[config.mk]
export PLATFORM = sky130hd
export DESIGN_NAME = five_stage_cpu_subset_step_flat
export DESIGN_NICKNAME = d
export VERILOG_FILES = /design/src/fcs_pkg.sv /design/src/fcs_chan_if.sv /design/src/five_stage_cpu_subset_step.sv /design/src/flat_wrapper.sv
export SDC_FILE = /design/constraint.sdc
export NUM_CORES = 2
export LEC_CHECK = 0
export BUFFER_PORTS_ARGS = -buffer_cell sky130_fd_sc_hd__buf_4
export CAP_MARGIN = 40
export CORE_ASPECT_RATIO = 1.2
export CORE_UTILIZATION = 30
export CTS_BUF_LIST = sky130_fd_sc_hd__clkbuf_8
export DETAILED_ROUTE_END_ITERATION = 12
export GPL_TIMING_DRIVEN = 0
export PLACE_DENSITY = 0.45
export RECOVER_POWER = 25
export SYNTH_ARGS = -nofsm -noshare
export SYNTH_HDL_FRONTEND = slang
export SYNTH_SLANG_ARGS = --single-unit
[constraint.sdc]
create_clock -name clock -period 12.54 [get_ports clock]
set_clock_uncertainty 0.05 [all_clocks]
set_input_delay 1.881 -clock clock [delete_from_list [all_inputs] [get_ports clock]]
set_output_delay 1.881 -clock clock [all_outputs]
set_load 0.02 [all_outputs]
[src/fcs_pkg.sv]
// Package of the five-stage CPU subset step block: command and hazard codes,
// the request and response word layouts and fixed arithmetic constants.
// No dependencies; compile first.
`default_nettype none

package fcs_pkg;

   typedef logic [2:0] command_type;

   localparam command_type CMD_ADD = 3'd0;
   localparam command_type CMD_SUB = 3'd1;
   localparam command_type CMD_LW  = 3'd2;
   localparam command_type CMD_SW  = 3'd3;
   localparam command_type CMD_BEQ = 3'd4;

   typedef logic [1:0] kind_type;

   localparam kind_type KIND_NONE  = 2'd0;
   localparam kind_type KIND_LOAD  = 2'd1;
   localparam kind_type KIND_ALU   = 2'd2;
   localparam kind_type KIND_OTHER = 2'd3;

   // Magnitude width of the immediate and the shift of the reciprocal multiply.
   localparam int MAG_W       = 17;
   localparam int RECIP_SHIFT = 34;

   typedef struct packed {
      command_type        command;
      logic [4:0]         dest_reg;
      logic [4:0]         src_reg;
      logic [4:0]         tgt_reg;
      logic signed [15:0] immediate;
   } req_word_type;

   typedef struct packed {
      logic [1:0]         stall_cycles;
      logic               branch_taken;
      logic [9:0]         next_pc;
      logic               reg_dst;
      logic               alu_src;
      logic               is_branch;
      logic               mem_read;
      logic               mem_write;
      logic               reg_write;
      logic               mem_to_reg;
      logic signed [31:0] result_value;
   } rsp_word_type;

endpackage

`default_nettype wire

[src/fcs_chan_if.sv]
// Valid/ready channel interfaces for the request and response words.
// Depends on fcs_pkg for the word layouts.
`default_nettype none

interface fcs_req_if;
   import fcs_pkg::*;

   logic         valid;
   logic         ready;
   req_word_type data;

   modport source (output valid, output data, input ready);
   modport sink (input valid, input data, output ready);
endinterface

interface fcs_rsp_if;
   import fcs_pkg::*;

   logic         valid;
   logic         ready;
   rsp_word_type data;

   modport source (output valid, output data, input ready);
   modport sink (input valid, input data, output ready);
endinterface

`default_nettype wire

[src/five_stage_cpu_subset_step.sv]
// Top level of the five-stage CPU subset step block (add, sub, lw, sw, beq).
// Depends on fcs_pkg and on the fcs_req_if and fcs_rsp_if channel interfaces.
`default_nettype none

// The block takes one decoded instruction word per clock while it is not stalled or clearing,
// and returns one response word per instruction, in order; a response word passes through
// the input, second-stage, execute and writeback registers. The rate of one word per clock
// is set by the execute stage, where register values are forwarded from the two previous
// writes and the load address is formed for the data memory read. After reset the block
// sets register zero to zero and every other register and data memory word to one, with
// req_chan.ready low. A response word that is not taken stalls the pipeline; a request word
// is still taken into the input register only while that register is empty.
module five_stage_cpu_subset_step #(
   parameter int REGISTER_COUNT = 32,
   parameter int MEMORY_WORDS   = 32,
   parameter int PROGRAM_DEPTH  = 1024
) (
   input  logic       clock,
   input  logic       reset,
   fcs_req_if.sink    req_chan,
   fcs_rsp_if.source  rsp_chan
);
   import fcs_pkg::*;

   localparam int RW        = $clog2(REGISTER_COUNT);
   localparam int AW        = $clog2(MEMORY_WORDS);
   localparam int AW1       = AW + 1;
   localparam int PW        = $clog2(PROGRAM_DEPTH);
   localparam int PW1       = PW + 1;
   localparam int PXW       = (PW > 10) ? PW : 10;
   localparam int CLR_COUNT = (REGISTER_COUNT > MEMORY_WORDS) ? REGISTER_COUNT : MEMORY_WORDS;
   localparam int CW        = $clog2(CLR_COUNT + 1);
   localparam int PROD_W    = RECIP_SHIFT + MAG_W;
   localparam int QPROD_W   = MAG_W + 17;

   localparam longint unsigned RECIP_MEM =
      ((64'd1 << RECIP_SHIFT) + 64'(MEMORY_WORDS) - 64'd1) / 64'(MEMORY_WORDS);
   localparam longint unsigned RECIP_PC =
      ((64'd1 << RECIP_SHIFT) + 64'(PROGRAM_DEPTH) - 64'd1) / 64'(PROGRAM_DEPTH);
   localparam longint unsigned WRAP_MEM = (64'd1 << 32) % 64'(MEMORY_WORDS);

   // Each stored word carries its signed value modulo MEMORY_WORDS.
   typedef struct packed {
      logic [31:0]   val;
      logic [AW-1:0] res;
   } entry_type;

   typedef struct packed {
      command_type        cmd;
      logic [RW-1:0]      rd;
      logic [RW-1:0]      rs;
      logic [RW-1:0]      rt;
      logic               neg;
      logic [MAG_W-1:0]   qmag;
      logic [MAG_W-1:0]   qquot;
      logic [MAG_W-1:0]   imag;
      logic [MAG_W-1:0]   iquot;
   } s1_stage_type;

   typedef struct packed {
      command_type   cmd;
      logic [RW-1:0] rd;
      logic [RW-1:0] rs;
      logic [RW-1:0] rt;
      logic [AW-1:0] qres;
      logic [PW-1:0] ires;
   } e_stage_type;

   function automatic logic [RW-1:0] reg_idx(input logic [4:0] f);
      logic [5:0] r;
      r = {1'b0, f};
      for (int i = 0; i < 4; i++) begin
         if (r >= 6'(REGISTER_COUNT)) begin
            r = r - 6'(REGISTER_COUNT);
         end
      end
      return RW'(r);
   endfunction

   function automatic logic [AW-1:0] mem_add(input logic [AW-1:0] a, input logic [AW-1:0] b);
      logic [AW:0] s;
      s = {1'b0, a} + {1'b0, b};
      if (s >= AW1'(MEMORY_WORDS)) begin
         s = s - AW1'(MEMORY_WORDS);
      end
      return s[AW-1:0];
   endfunction

   function automatic logic [AW-1:0] mem_sub(input logic [AW-1:0] a, input logic [AW-1:0] b);
      logic [AW:0] s;
      s = {1'b0, a} - {1'b0, b};
      if (s[AW]) begin
         s = s + AW1'(MEMORY_WORDS);
      end
      return s[AW-1:0];
   endfunction

   function automatic logic [PW-1:0] pc_add(input logic [PW-1:0] a, input logic [PW-1:0] b);
      logic [PW:0] s;
      s = {1'b0, a} + {1'b0, b};
      if (s >= PW1'(PROGRAM_DEPTH)) begin
         s = s - PW1'(PROGRAM_DEPTH);
      end
      return s[PW-1:0];
   endfunction

   // Clearing pass.
   logic          clear_ff;
   logic [CW-1:0] clr_cnt_ff;

   // Pipeline registers.
   logic          en;
   logic          s0_valid_ff;
   req_word_type  s0_word_ff;
   logic          s1_valid_ff;
   s1_stage_type  s1_ff;
   s1_stage_type  s1_in;
   logic          e_valid_ff;
   e_stage_type   e_ff;
   e_stage_type   e_in;
   logic          w_valid_ff;
   rsp_word_type  w_rsp_ff;
   rsp_word_type  w_rsp_in;
   logic          w_is_load_ff;
   logic          w_is_load_in;
   logic          w_rw_ff;
   logic          w_rw_in;
   logic [RW-1:0] w_dest_ff;
   entry_type     w_ent_ff;
   entry_type     w_ent_in;
   entry_type     w_data;
   logic          x_valid_ff;
   logic [RW-1:0] x_dest_ff;
   entry_type     x_ent_ff;

   // Architectural state.
   logic [PW-1:0] pc_ff;
   logic [PW-1:0] pc_in;
   kind_type      prev_kind_ff;
   kind_type      prev_kind_in;
   logic [RW-1:0] prev_dest_ff;
   logic [RW-1:0] prev_dest_in;

   // Memories.
   entry_type     rf_mem [REGISTER_COUNT];
   entry_type     dm_mem [MEMORY_WORDS];
   entry_type     rs_data_ff;
   entry_type     rt_data_ff;
   entry_type     mem_data_ff;
   logic          rf_we;
   logic [RW-1:0] rf_waddr;
   entry_type     rf_wdata;
   logic          dm_we;
   logic [AW-1:0] dm_waddr;
   entry_type     dm_wdata;

   // Execute stage signals.
   logic          e_fire;
   entry_type     a_ent;
   entry_type     b_ent;
   logic [31:0]   sum;
   logic [31:0]   diff;
   logic          pos_ovf;
   logic          neg_ovf;
   logic [AW-1:0] base_res;
   logic [AW-1:0] alu_res;
   logic [AW-1:0] e_addr;
   logic          taken;
   logic [PW-1:0] pc_inc;
   logic [PXW-1:0] pc_ext;
   logic          reads_rs;
   logic          reads_rt;
   logic          dep;
   logic [1:0]    stall;

   // Input stage: register indices and immediate magnitudes with their quotients.
   logic [MAG_W-1:0]  imm_mag;
   logic [MAG_W-1:0]  q_mag;
   logic [PROD_W-1:0] q_prod;
   logic [PROD_W-1:0] i_prod;

   assign en             = !(w_valid_ff && !rsp_chan.ready);
   assign req_chan.ready = !clear_ff && (en || !s0_valid_ff);
   assign e_fire         = en && e_valid_ff;
   assign w_data         = w_is_load_ff ? mem_data_ff : w_ent_ff;

   always_comb begin
      imm_mag      = s0_word_ff.immediate[15] ?
                     MAG_W'(-{s0_word_ff.immediate[15], s0_word_ff.immediate}) :
                     MAG_W'({s0_word_ff.immediate[15], s0_word_ff.immediate});
      q_mag        = imm_mag >> 2;
      q_prod       = PROD_W'(q_mag) * PROD_W'(RECIP_MEM);
      i_prod       = PROD_W'(imm_mag) * PROD_W'(RECIP_PC);
      s1_in.cmd    = s0_word_ff.command;
      s1_in.rd     = reg_idx(s0_word_ff.dest_reg);
      s1_in.rs     = reg_idx(s0_word_ff.src_reg);
      s1_in.rt     = reg_idx(s0_word_ff.tgt_reg);
      s1_in.neg    = s0_word_ff.immediate[15];
      s1_in.qmag   = q_mag;
      s1_in.qquot  = q_prod[RECIP_SHIFT +: MAG_W];
      s1_in.imag   = imm_mag;
      s1_in.iquot  = i_prod[RECIP_SHIFT +: MAG_W];
   end

   // Second stage: exact remainders, then the signed residues of the offsets.
   logic [QPROD_W-1:0] q_back;
   logic [QPROD_W-1:0] i_back;
   logic [MAG_W-1:0]   q_rem;
   logic [MAG_W-1:0]   i_rem;

   always_comb begin
      q_back    = QPROD_W'(s1_ff.qquot) * QPROD_W'(MEMORY_WORDS);
      i_back    = QPROD_W'(s1_ff.iquot) * QPROD_W'(PROGRAM_DEPTH);
      q_rem     = s1_ff.qmag - q_back[MAG_W-1:0];
      i_rem     = s1_ff.imag - i_back[MAG_W-1:0];
      e_in.cmd  = s1_ff.cmd;
      e_in.rd   = s1_ff.rd;
      e_in.rs   = s1_ff.rs;
      e_in.rt   = s1_ff.rt;
      e_in.qres = (s1_ff.neg && q_rem != '0) ?
                  AW'(MAG_W'(MEMORY_WORDS) - q_rem) : AW'(q_rem);
      e_in.ires = (s1_ff.neg && i_rem != '0) ?
                  PW'(MAG_W'(PROGRAM_DEPTH) - i_rem) : PW'(i_rem);
   end

   // Execute stage: forwarding from the two previous writes, then the operation.
   always_comb begin
      a_ent = rs_data_ff;
      priority if (w_valid_ff && w_rw_ff && w_dest_ff == e_ff.rs) begin
         a_ent = w_data;
      end else if (x_valid_ff && x_dest_ff == e_ff.rs) begin
         a_ent = x_ent_ff;
      end else begin
         a_ent = rs_data_ff;
      end
      b_ent = rt_data_ff;
      priority if (w_valid_ff && w_rw_ff && w_dest_ff == e_ff.rt) begin
         b_ent = w_data;
      end else if (x_valid_ff && x_dest_ff == e_ff.rt) begin
         b_ent = x_ent_ff;
      end else begin
         b_ent = rt_data_ff;
      end
   end

   always_comb begin
      sum  = a_ent.val + b_ent.val;
      diff = a_ent.val - b_ent.val;
      if (e_ff.cmd == CMD_SUB) begin
         base_res = mem_sub(a_ent.res, b_ent.res);
         pos_ovf  = !a_ent.val[31] && b_ent.val[31] && diff[31];
         neg_ovf  = a_ent.val[31] && !b_ent.val[31] && !diff[31];
      end else begin
         base_res = mem_add(a_ent.res, b_ent.res);
         pos_ovf  = !a_ent.val[31] && !b_ent.val[31] && sum[31];
         neg_ovf  = a_ent.val[31] && b_ent.val[31] && !sum[31];
      end
      // A wrapped result differs from the true one by 2^32, so its residue shifts too.
      priority if (pos_ovf) begin
         alu_res = mem_sub(base_res, AW'(WRAP_MEM));
      end else if (neg_ovf) begin
         alu_res = mem_add(base_res, AW'(WRAP_MEM));
      end else begin
         alu_res = base_res;
      end
      e_addr = mem_add(a_ent.res, e_ff.qres);
      taken  = (e_ff.cmd == CMD_BEQ) && (a_ent.val == b_ent.val);
      pc_inc = (pc_ff == PW'(PROGRAM_DEPTH - 1)) ? '0 : pc_ff + PW'(1);
      pc_in  = taken ? pc_add(pc_inc, e_ff.ires) : pc_inc;
      pc_ext = PXW'(pc_in);
   end

   always_comb begin
      reads_rs = e_ff.cmd <= CMD_BEQ;
      reads_rt = e_ff.cmd == CMD_ADD || e_ff.cmd == CMD_SUB ||
                 e_ff.cmd == CMD_SW || e_ff.cmd == CMD_BEQ;
      dep      = prev_dest_ff != '0 &&
                 ((reads_rs && prev_dest_ff == e_ff.rs) ||
                  (reads_rt && prev_dest_ff == e_ff.rt));
      priority if (prev_kind_ff == KIND_LOAD && dep) begin
         stall = (e_ff.cmd == CMD_BEQ) ? 2'd2 : 2'd1;
      end else if (prev_kind_ff == KIND_ALU && dep && e_ff.cmd == CMD_BEQ) begin
         stall = 2'd1;
      end else begin
         stall = 2'd0;
      end
   end

   always_comb begin
      w_rsp_in              = '0;
      w_rsp_in.stall_cycles = stall;
      w_rsp_in.branch_taken = taken;
      w_rsp_in.next_pc      = pc_ext[9:0];
      w_ent_in              = '{val: a_ent.val, res: alu_res};
      w_is_load_in          = 1'b0;
      w_rw_in               = 1'b0;
      prev_kind_in          = KIND_OTHER;
      prev_dest_in          = '0;
      unique case (e_ff.cmd)
         CMD_ADD, CMD_SUB: begin
            w_ent_in.val          = (e_ff.cmd == CMD_ADD) ? sum : diff;
            w_rsp_in.reg_dst      = 1'b1;
            w_rsp_in.reg_write    = 1'b1;
            w_rsp_in.result_value = $signed(w_ent_in.val);
            w_rw_in               = e_ff.rd != '0;
            prev_kind_in          = KIND_ALU;
            prev_dest_in          = e_ff.rd;
         end
         CMD_LW: begin
            w_rsp_in.alu_src    = 1'b1;
            w_rsp_in.mem_read   = 1'b1;
            w_rsp_in.reg_write  = 1'b1;
            w_rsp_in.mem_to_reg = 1'b1;
            w_is_load_in        = 1'b1;
            w_rw_in             = e_ff.rt != '0;
            prev_kind_in        = KIND_LOAD;
            prev_dest_in        = e_ff.rt;
         end
         CMD_SW: begin
            w_rsp_in.alu_src      = 1'b1;
            w_rsp_in.mem_write    = 1'b1;
            w_rsp_in.result_value = $signed(b_ent.val);
         end
         CMD_BEQ: begin
            w_rsp_in.is_branch = 1'b1;
         end
         default: begin
            w_rsp_in.next_pc = pc_ext[9:0];
         end
      endcase
   end

   // Memory write ports: the clearing pass, then writeback and stores.
   always_comb begin
      if (clear_ff) begin
         rf_we    = clr_cnt_ff < CW'(REGISTER_COUNT);
         rf_waddr = clr_cnt_ff[RW-1:0];
         rf_wdata = (clr_cnt_ff == '0) ? entry_type'('0) :
                    entry_type'{val: 32'd1, res: AW'(1)};
         dm_we    = clr_cnt_ff < CW'(MEMORY_WORDS);
         dm_waddr = clr_cnt_ff[AW-1:0];
         dm_wdata = '{val: 32'd1, res: AW'(1)};
      end else begin
         rf_we    = en && w_valid_ff && w_rw_ff;
         rf_waddr = w_dest_ff;
         rf_wdata = w_data;
         dm_we    = e_fire && e_ff.cmd == CMD_SW;
         dm_waddr = e_addr;
         dm_wdata = b_ent;
      end
   end

   always_ff @(posedge clock) begin
      if (rf_we) begin
         rf_mem[rf_waddr] <= rf_wdata;
      end
      if (en) begin
         rs_data_ff <= rf_mem[s1_ff.rs];
         rt_data_ff <= rf_mem[s1_ff.rt];
      end
   end

   always_ff @(posedge clock) begin
      if (dm_we) begin
         dm_mem[dm_waddr] <= dm_wdata;
      end
      if (e_fire && e_ff.cmd == CMD_LW) begin
         mem_data_ff <= dm_mem[e_addr];
      end
   end

   always_ff @(posedge clock) begin
      if (reset) begin
         clear_ff     <= 1'b1;
         clr_cnt_ff   <= '0;
         s0_valid_ff  <= 1'b0;
         s1_valid_ff  <= 1'b0;
         e_valid_ff   <= 1'b0;
         w_valid_ff   <= 1'b0;
         x_valid_ff   <= 1'b0;
         pc_ff        <= '0;
         prev_kind_ff <= KIND_NONE;
         prev_dest_ff <= '0;
      end else begin
         if (clear_ff) begin
            clr_cnt_ff <= clr_cnt_ff + CW'(1);
            if (clr_cnt_ff == CW'(CLR_COUNT - 1)) begin
               clear_ff <= 1'b0;
            end
         end
         if (req_chan.ready) begin
            s0_valid_ff <= req_chan.valid;
         end
         if (en) begin
            s1_valid_ff <= s0_valid_ff;
            e_valid_ff  <= s1_valid_ff;
            w_valid_ff  <= e_valid_ff;
         end
         if (en && w_valid_ff && w_rw_ff) begin
            x_valid_ff <= 1'b1;
         end
         if (e_fire) begin
            pc_ff        <= pc_in;
            prev_kind_ff <= prev_kind_in;
            prev_dest_ff <= prev_dest_in;
         end
      end
   end

   always_ff @(posedge clock) begin
      if (req_chan.ready) begin
         s0_word_ff <= req_chan.data;
      end
      if (en) begin
         s1_ff        <= s1_in;
         e_ff         <= e_in;
         w_rsp_ff     <= w_rsp_in;
         w_ent_ff     <= w_ent_in;
         w_is_load_ff <= w_is_load_in;
         w_rw_ff      <= w_rw_in;
         w_dest_ff    <= w_is_load_in ? e_ff.rt : e_ff.rd;
      end
      if (en && w_valid_ff && w_rw_ff) begin
         x_dest_ff <= w_dest_ff;
         x_ent_ff  <= w_data;
      end
   end

   always_comb begin
      rsp_chan.data = w_rsp_ff;
      if (w_is_load_ff) begin
         rsp_chan.data.result_value = $signed(mem_data_ff.val);
      end
   end
   assign rsp_chan.valid = w_valid_ff;

   a_no_zero_write: assert property (@(posedge clock) disable iff (reset)
      rf_we && !clear_ff |-> rf_waddr != '0)
      else $error("register zero written by an instruction");

   a_load_addr_range: assert property (@(posedge clock) disable iff (reset)
      e_fire && (e_ff.cmd == CMD_LW || e_ff.cmd == CMD_SW) |-> int'(e_addr) < MEMORY_WORDS)
      else $error("data memory address out of range");

   a_pc_range: assert property (@(posedge clock) disable iff (reset)
      int'(pc_ff) < PROGRAM_DEPTH)
      else $error("program counter out of range");

   a_two_stall_beq: assert property (@(posedge clock) disable iff (reset)
      w_valid_ff && w_rsp_ff.stall_cycles == 2'd2 |-> w_rsp_ff.is_branch)
      else $error("two-cycle stall on a non-branch");

   a_idle_while_clearing: assert property (@(posedge clock) disable iff (reset)
      clear_ff |-> !s0_valid_ff && !e_valid_ff && !w_valid_ff)
      else $error("instruction in flight during clearing pass");

endmodule

`default_nettype wire
[src/flat_wrapper.sv]
// flat-port wrapper written by rule: the top's interface ports become plain ports
module five_stage_cpu_subset_step_flat import fcs_pkg::*;
#(
   parameter int REGISTER_COUNT = 32,
   parameter int MEMORY_WORDS   = 32,
   parameter int PROGRAM_DEPTH  = 1024
)
  (clock, reset, req_chan_valid, req_chan_data, req_chan_ready, rsp_chan_valid, rsp_chan_data, rsp_chan_ready);
  fcs_req_if req_chan_i ();
  fcs_rsp_if rsp_chan_i ();
  input  logic clock;
  input  logic reset;
  input wire logic [$bits(req_chan_i.valid)-1:0] req_chan_valid;
  input wire logic [$bits(req_chan_i.data)-1:0] req_chan_data;
  output wire logic [$bits(req_chan_i.ready)-1:0] req_chan_ready;
  output wire logic [$bits(rsp_chan_i.valid)-1:0] rsp_chan_valid;
  output wire logic [$bits(rsp_chan_i.data)-1:0] rsp_chan_data;
  input wire logic [$bits(rsp_chan_i.ready)-1:0] rsp_chan_ready;
  assign req_chan_i.valid = req_chan_valid;
  assign req_chan_i.data = req_chan_data;
  assign req_chan_ready = req_chan_i.ready;
  assign rsp_chan_valid = rsp_chan_i.valid;
  assign rsp_chan_data = rsp_chan_i.data;
  assign rsp_chan_i.ready = rsp_chan_ready;
  five_stage_cpu_subset_step #(.REGISTER_COUNT(REGISTER_COUNT), .MEMORY_WORDS(MEMORY_WORDS), .PROGRAM_DEPTH(PROGRAM_DEPTH)) u_core (.clock(clock), .reset(reset), .req_chan(req_chan_i), .rsp_chan(rsp_chan_i));
endmodule
==> results.sh <==
export IMPL_cpMostUsedCell="clkbuf_1"
export IMPL_place_gp_congestion=0.865
export IMPL_io_pins=92
export IMPL_synth_edff_count=2706
export IMPL_holdBufCountCts=0
export IMPL_path_cells="clkbuf_1 > nor2b_1 > inv_8 > clkbuf_1 > clkbuf_1"
export IMPL_initial_core_util=0.302
export IMPL_cts_root_buffer="clkbuf_8"
export IMPL_cts_tree="yes"
export IMPL_slowest_stage="clkbuf_1"
export IMPL_netlist_area_mm2=0.120
export IMPL_syn_area_per_cell_um2=19.7
export IMPL_start_kind="primary input"
export IMPL_synthArstFlopShare=0
export IMPL_cts_buffer_depth=4
export IMPL_grt_max_degree=99
export IMPL_grt_antenna_before_repair=22
export IMPL_drc=0
export IMPL_rsz0062_at_grt="false"
export IMPL_yosysWarnings=0
export IMPL_multiInputGateArea_mm2=0.0361
export IMPL_grt_pass1_wl_mm=562
export IMPL_layout_drive_gt1_share=0.329
export IMPL_placed_cells=11887
export IMPL_max_freq_mhz=109
export IMPL_crit_fanout=98
export IMPL_finalSetupViolations=0
export IMPL_grt_usage=0.201
export IMPL_outcome="finished, violations left"
export IMPL_min_period_ps=9200
export IMPL_synth_top_cell_by_area="edfxtp_1"
export IMPL_hold_viol=0
export IMPL_io_buffers=86
export IMPL_place_worst_setup_slack_ps=4640
export IMPL_via_per_inst=5.20
export IMPL_arrival_ps=9680
export IMPL_synthToLayoutAreaGrowth_pct=18.9
export IMPL_ys_ff_latch=2735
export IMPL_drt_initial_drc_count=5395
export IMPL_synth_fp_nets=6218
export IMPL_synth_commonest_cells="edfxtp_1 (2706), mux4_2 (1036), clkbuf_1 (245), nor2_1 (235), nand2_1 (221)"
export IMPL_violations="capacitance limit, slew limit"
export IMPL_rows=253
export IMPL_synth_flop_cell="edfxtp_1"
export IMPL_post_cts_buffers=0
export IMPL_core_mm2=0.397
export IMPL_path_class="primary input to register"
export IMPL_cts_htree_levels=5
export IMPL_timing_final_crit_share=0.734
export IMPL_dr_pass1_iters=5
export IMPL_final_util=0.359
export IMPL_slew_viol_final=586
export IMPL_vias=66270
export IMPL_dp_hpwl_mm=306
export IMPL_synth_area_top_cells="edfxtp_1 (68%), mux4_2 (19%), mux2_2 (1.5%)"
export IMPL_cts_buffers_inserted=475
export IMPL_netlist_instances=6087
export IMPL_fin_cells=12736
export IMPL_register_area_mm2=0.0818
export IMPL_die_x_um=579
export IMPL_p_leak_nw=50.5
export IMPL_p_per_area_mw_per_mm2=126
export IMPL_final_nets=7271
export IMPL_ys_types=83
export IMPL_critical_path_required_ps=13020
export IMPL_cts_num_sinks=2735
export IMPL_wl_per_cell_um=32.0
export IMPL_insertion_delay_ps=1160
export IMPL_n_fill_cell=36995
export IMPL_overflow=0
export IMPL_fin_setup_tns_ps=0
export IMPL_hp_class="register to register"
export IMPL_die_area_mm2=0.402
export IMPL_setup_ws_ps=3340
export IMPL_tightest_slew_ps=6390
export IMPL_slew_headroom=-3.26
export IMPL_die_h_um=694
export IMPL_ant_nets=0
export IMPL_drt_wl_total_mm=407
export IMPL_seq_area_frac_synth=0.683
export IMPL_max_vdd_ir_drop_uv=87.6
export IMPL_yosysMostFrequentCell="edfxtp_1"
export IMPL_path_clk_slew_ps=60
export IMPL_yosysTopAreaCellShare=0.678
export IMPL_critPathMaxStageDelay_ps=4540
export IMPL_grt_pass1_vias=70617
export IMPL_hold_slack_ps=360
export IMPL_end_kind="register"
export IMPL_drv_cap=27
export IMPL_cts_resized_gates=0
[logic make-up (layout without fill, tap and decap cells)]
kind of cell,after synthesis,count (layout),share of synthesized area
XOR/XNOR,104,104,0.00776
AO/OA/AOI/OAI,552,552,0.0309
other,0,10,0
flip-flops,2735,2735,0.683
AND/OR/NAND/NOR,693,693,0.0260
adder cells (fa/ha/maj),93,93,0.0100
multiplexers,1362,1362,0.224
buffers and inverters,548,1960,0.0188
[area by class of cell]
type / count / share of cell area
sequential: 2735 / 0.574
clock inverter: 355 / 0.0122
inverter: 155 / 0.00414
antenna: 10 / 0.000176
tap: 5227 / 0.0459
timing repair buffer: 576 / 0.0513
buffer: 393 / 0.0119
clock buffer: 481 / 0.0465
multi-input combinational: 2804 / 0.253
[layer usage]
metal | wire length (um) | vias up | GRT usage
li1 | - | 27576 | -
met1 | 158000 | 36046 | 0.240
met2 | 218000 | 2027 | 0.370
met3 | 18700 | 615 | 0.0297
met4 | 11900 | 6 | 0.0576
met5 | 34 | - | 0
[placed cells by master, fill, tap and decap left out, drive strengths merged, types with 38 or more instances in the layout]
| master | Yosys | layout |
|---|---|---|
| a221oi | 46 | 46 |
| a21oi | 125 | 125 |
| nor3 | 47 | 47 |
| nor2 | 243 | 243 |
| inv | 152 | 322 |
| buf | 147 | 632 |
| nand3 | 40 | 40 |
| xor2 | 38 | 38 |
| clkinv | 3 | 173 |
| o21ai | 161 | 161 |
| mux4 | 1036 | 1036 |
| clkbuf | 246 | 818 |
| mux2 | 164 | 164 |
| edfxtp | 2706 | 2706 |
| xnor2 | 66 | 66 |
| mux2i | 162 | 162 |
| nand2 | 222 | 222 |
| o22ai | 48 | 48 |
| and2 | 39 | 39 |
| ha | 88 | 88 |
[power breakdown]
group | leakage [nW] | switching [mW] | internal, mW
logic | 16.3 | 0.246 | 0.145
clock network | 4.86 | 3.75 | 3.70
registers | 29.4 | 0.0283 | 10.0
total | 50.5 | 4.02 | 13.9
[sequential cells by signal, summed over array words and instances (netlist names), 32 cells and up]
register and count:
u_core.dm_mem 1184, u_core.rf_mem 1184, u_core.mem_data_ff 37, u_core.rs_data_ff 37, u_core.rt_data_ff 37, u_core.w_ent_ff 37, u_core.x_ent_ff 37, u_core.e_ff 33
u_core.w_rsp_ff 32
[worst max-delay path: cells and delay by family]
kind,cells,cell delay (ps)
buffers and inverters,4,7340
AND/OR/NAND/NOR,1,220
[metrics by stage]
stage          power [mW]  cell area, um^2
3_3_place_gp         10.6           127000
2_1_floorplan        10.4           120000
6_report             17.9           142000
3_5_place_dp         10.6           135000
5_1_grt              18.5           142000
4_1_cts              18.1           143000
[path summary, 6_finish.rpt]
check                   startpoint            endpoint  slack (ps)  depth (start not counted)
max                 rsp_chan_ready  u_core.w_rsp_ff[8]        3340                          5
min                u_core.e_in[26]     u_core.e_ff[26]         360                          0
max reg2reg  u_core.rsp_chan.valid  u_core.w_rsp_ff[8]        3890                          4
min reg2reg        u_core.e_in[26]     u_core.e_ff[26]         360                          0
Note: power is estimated with default switching activity, not from simulation.
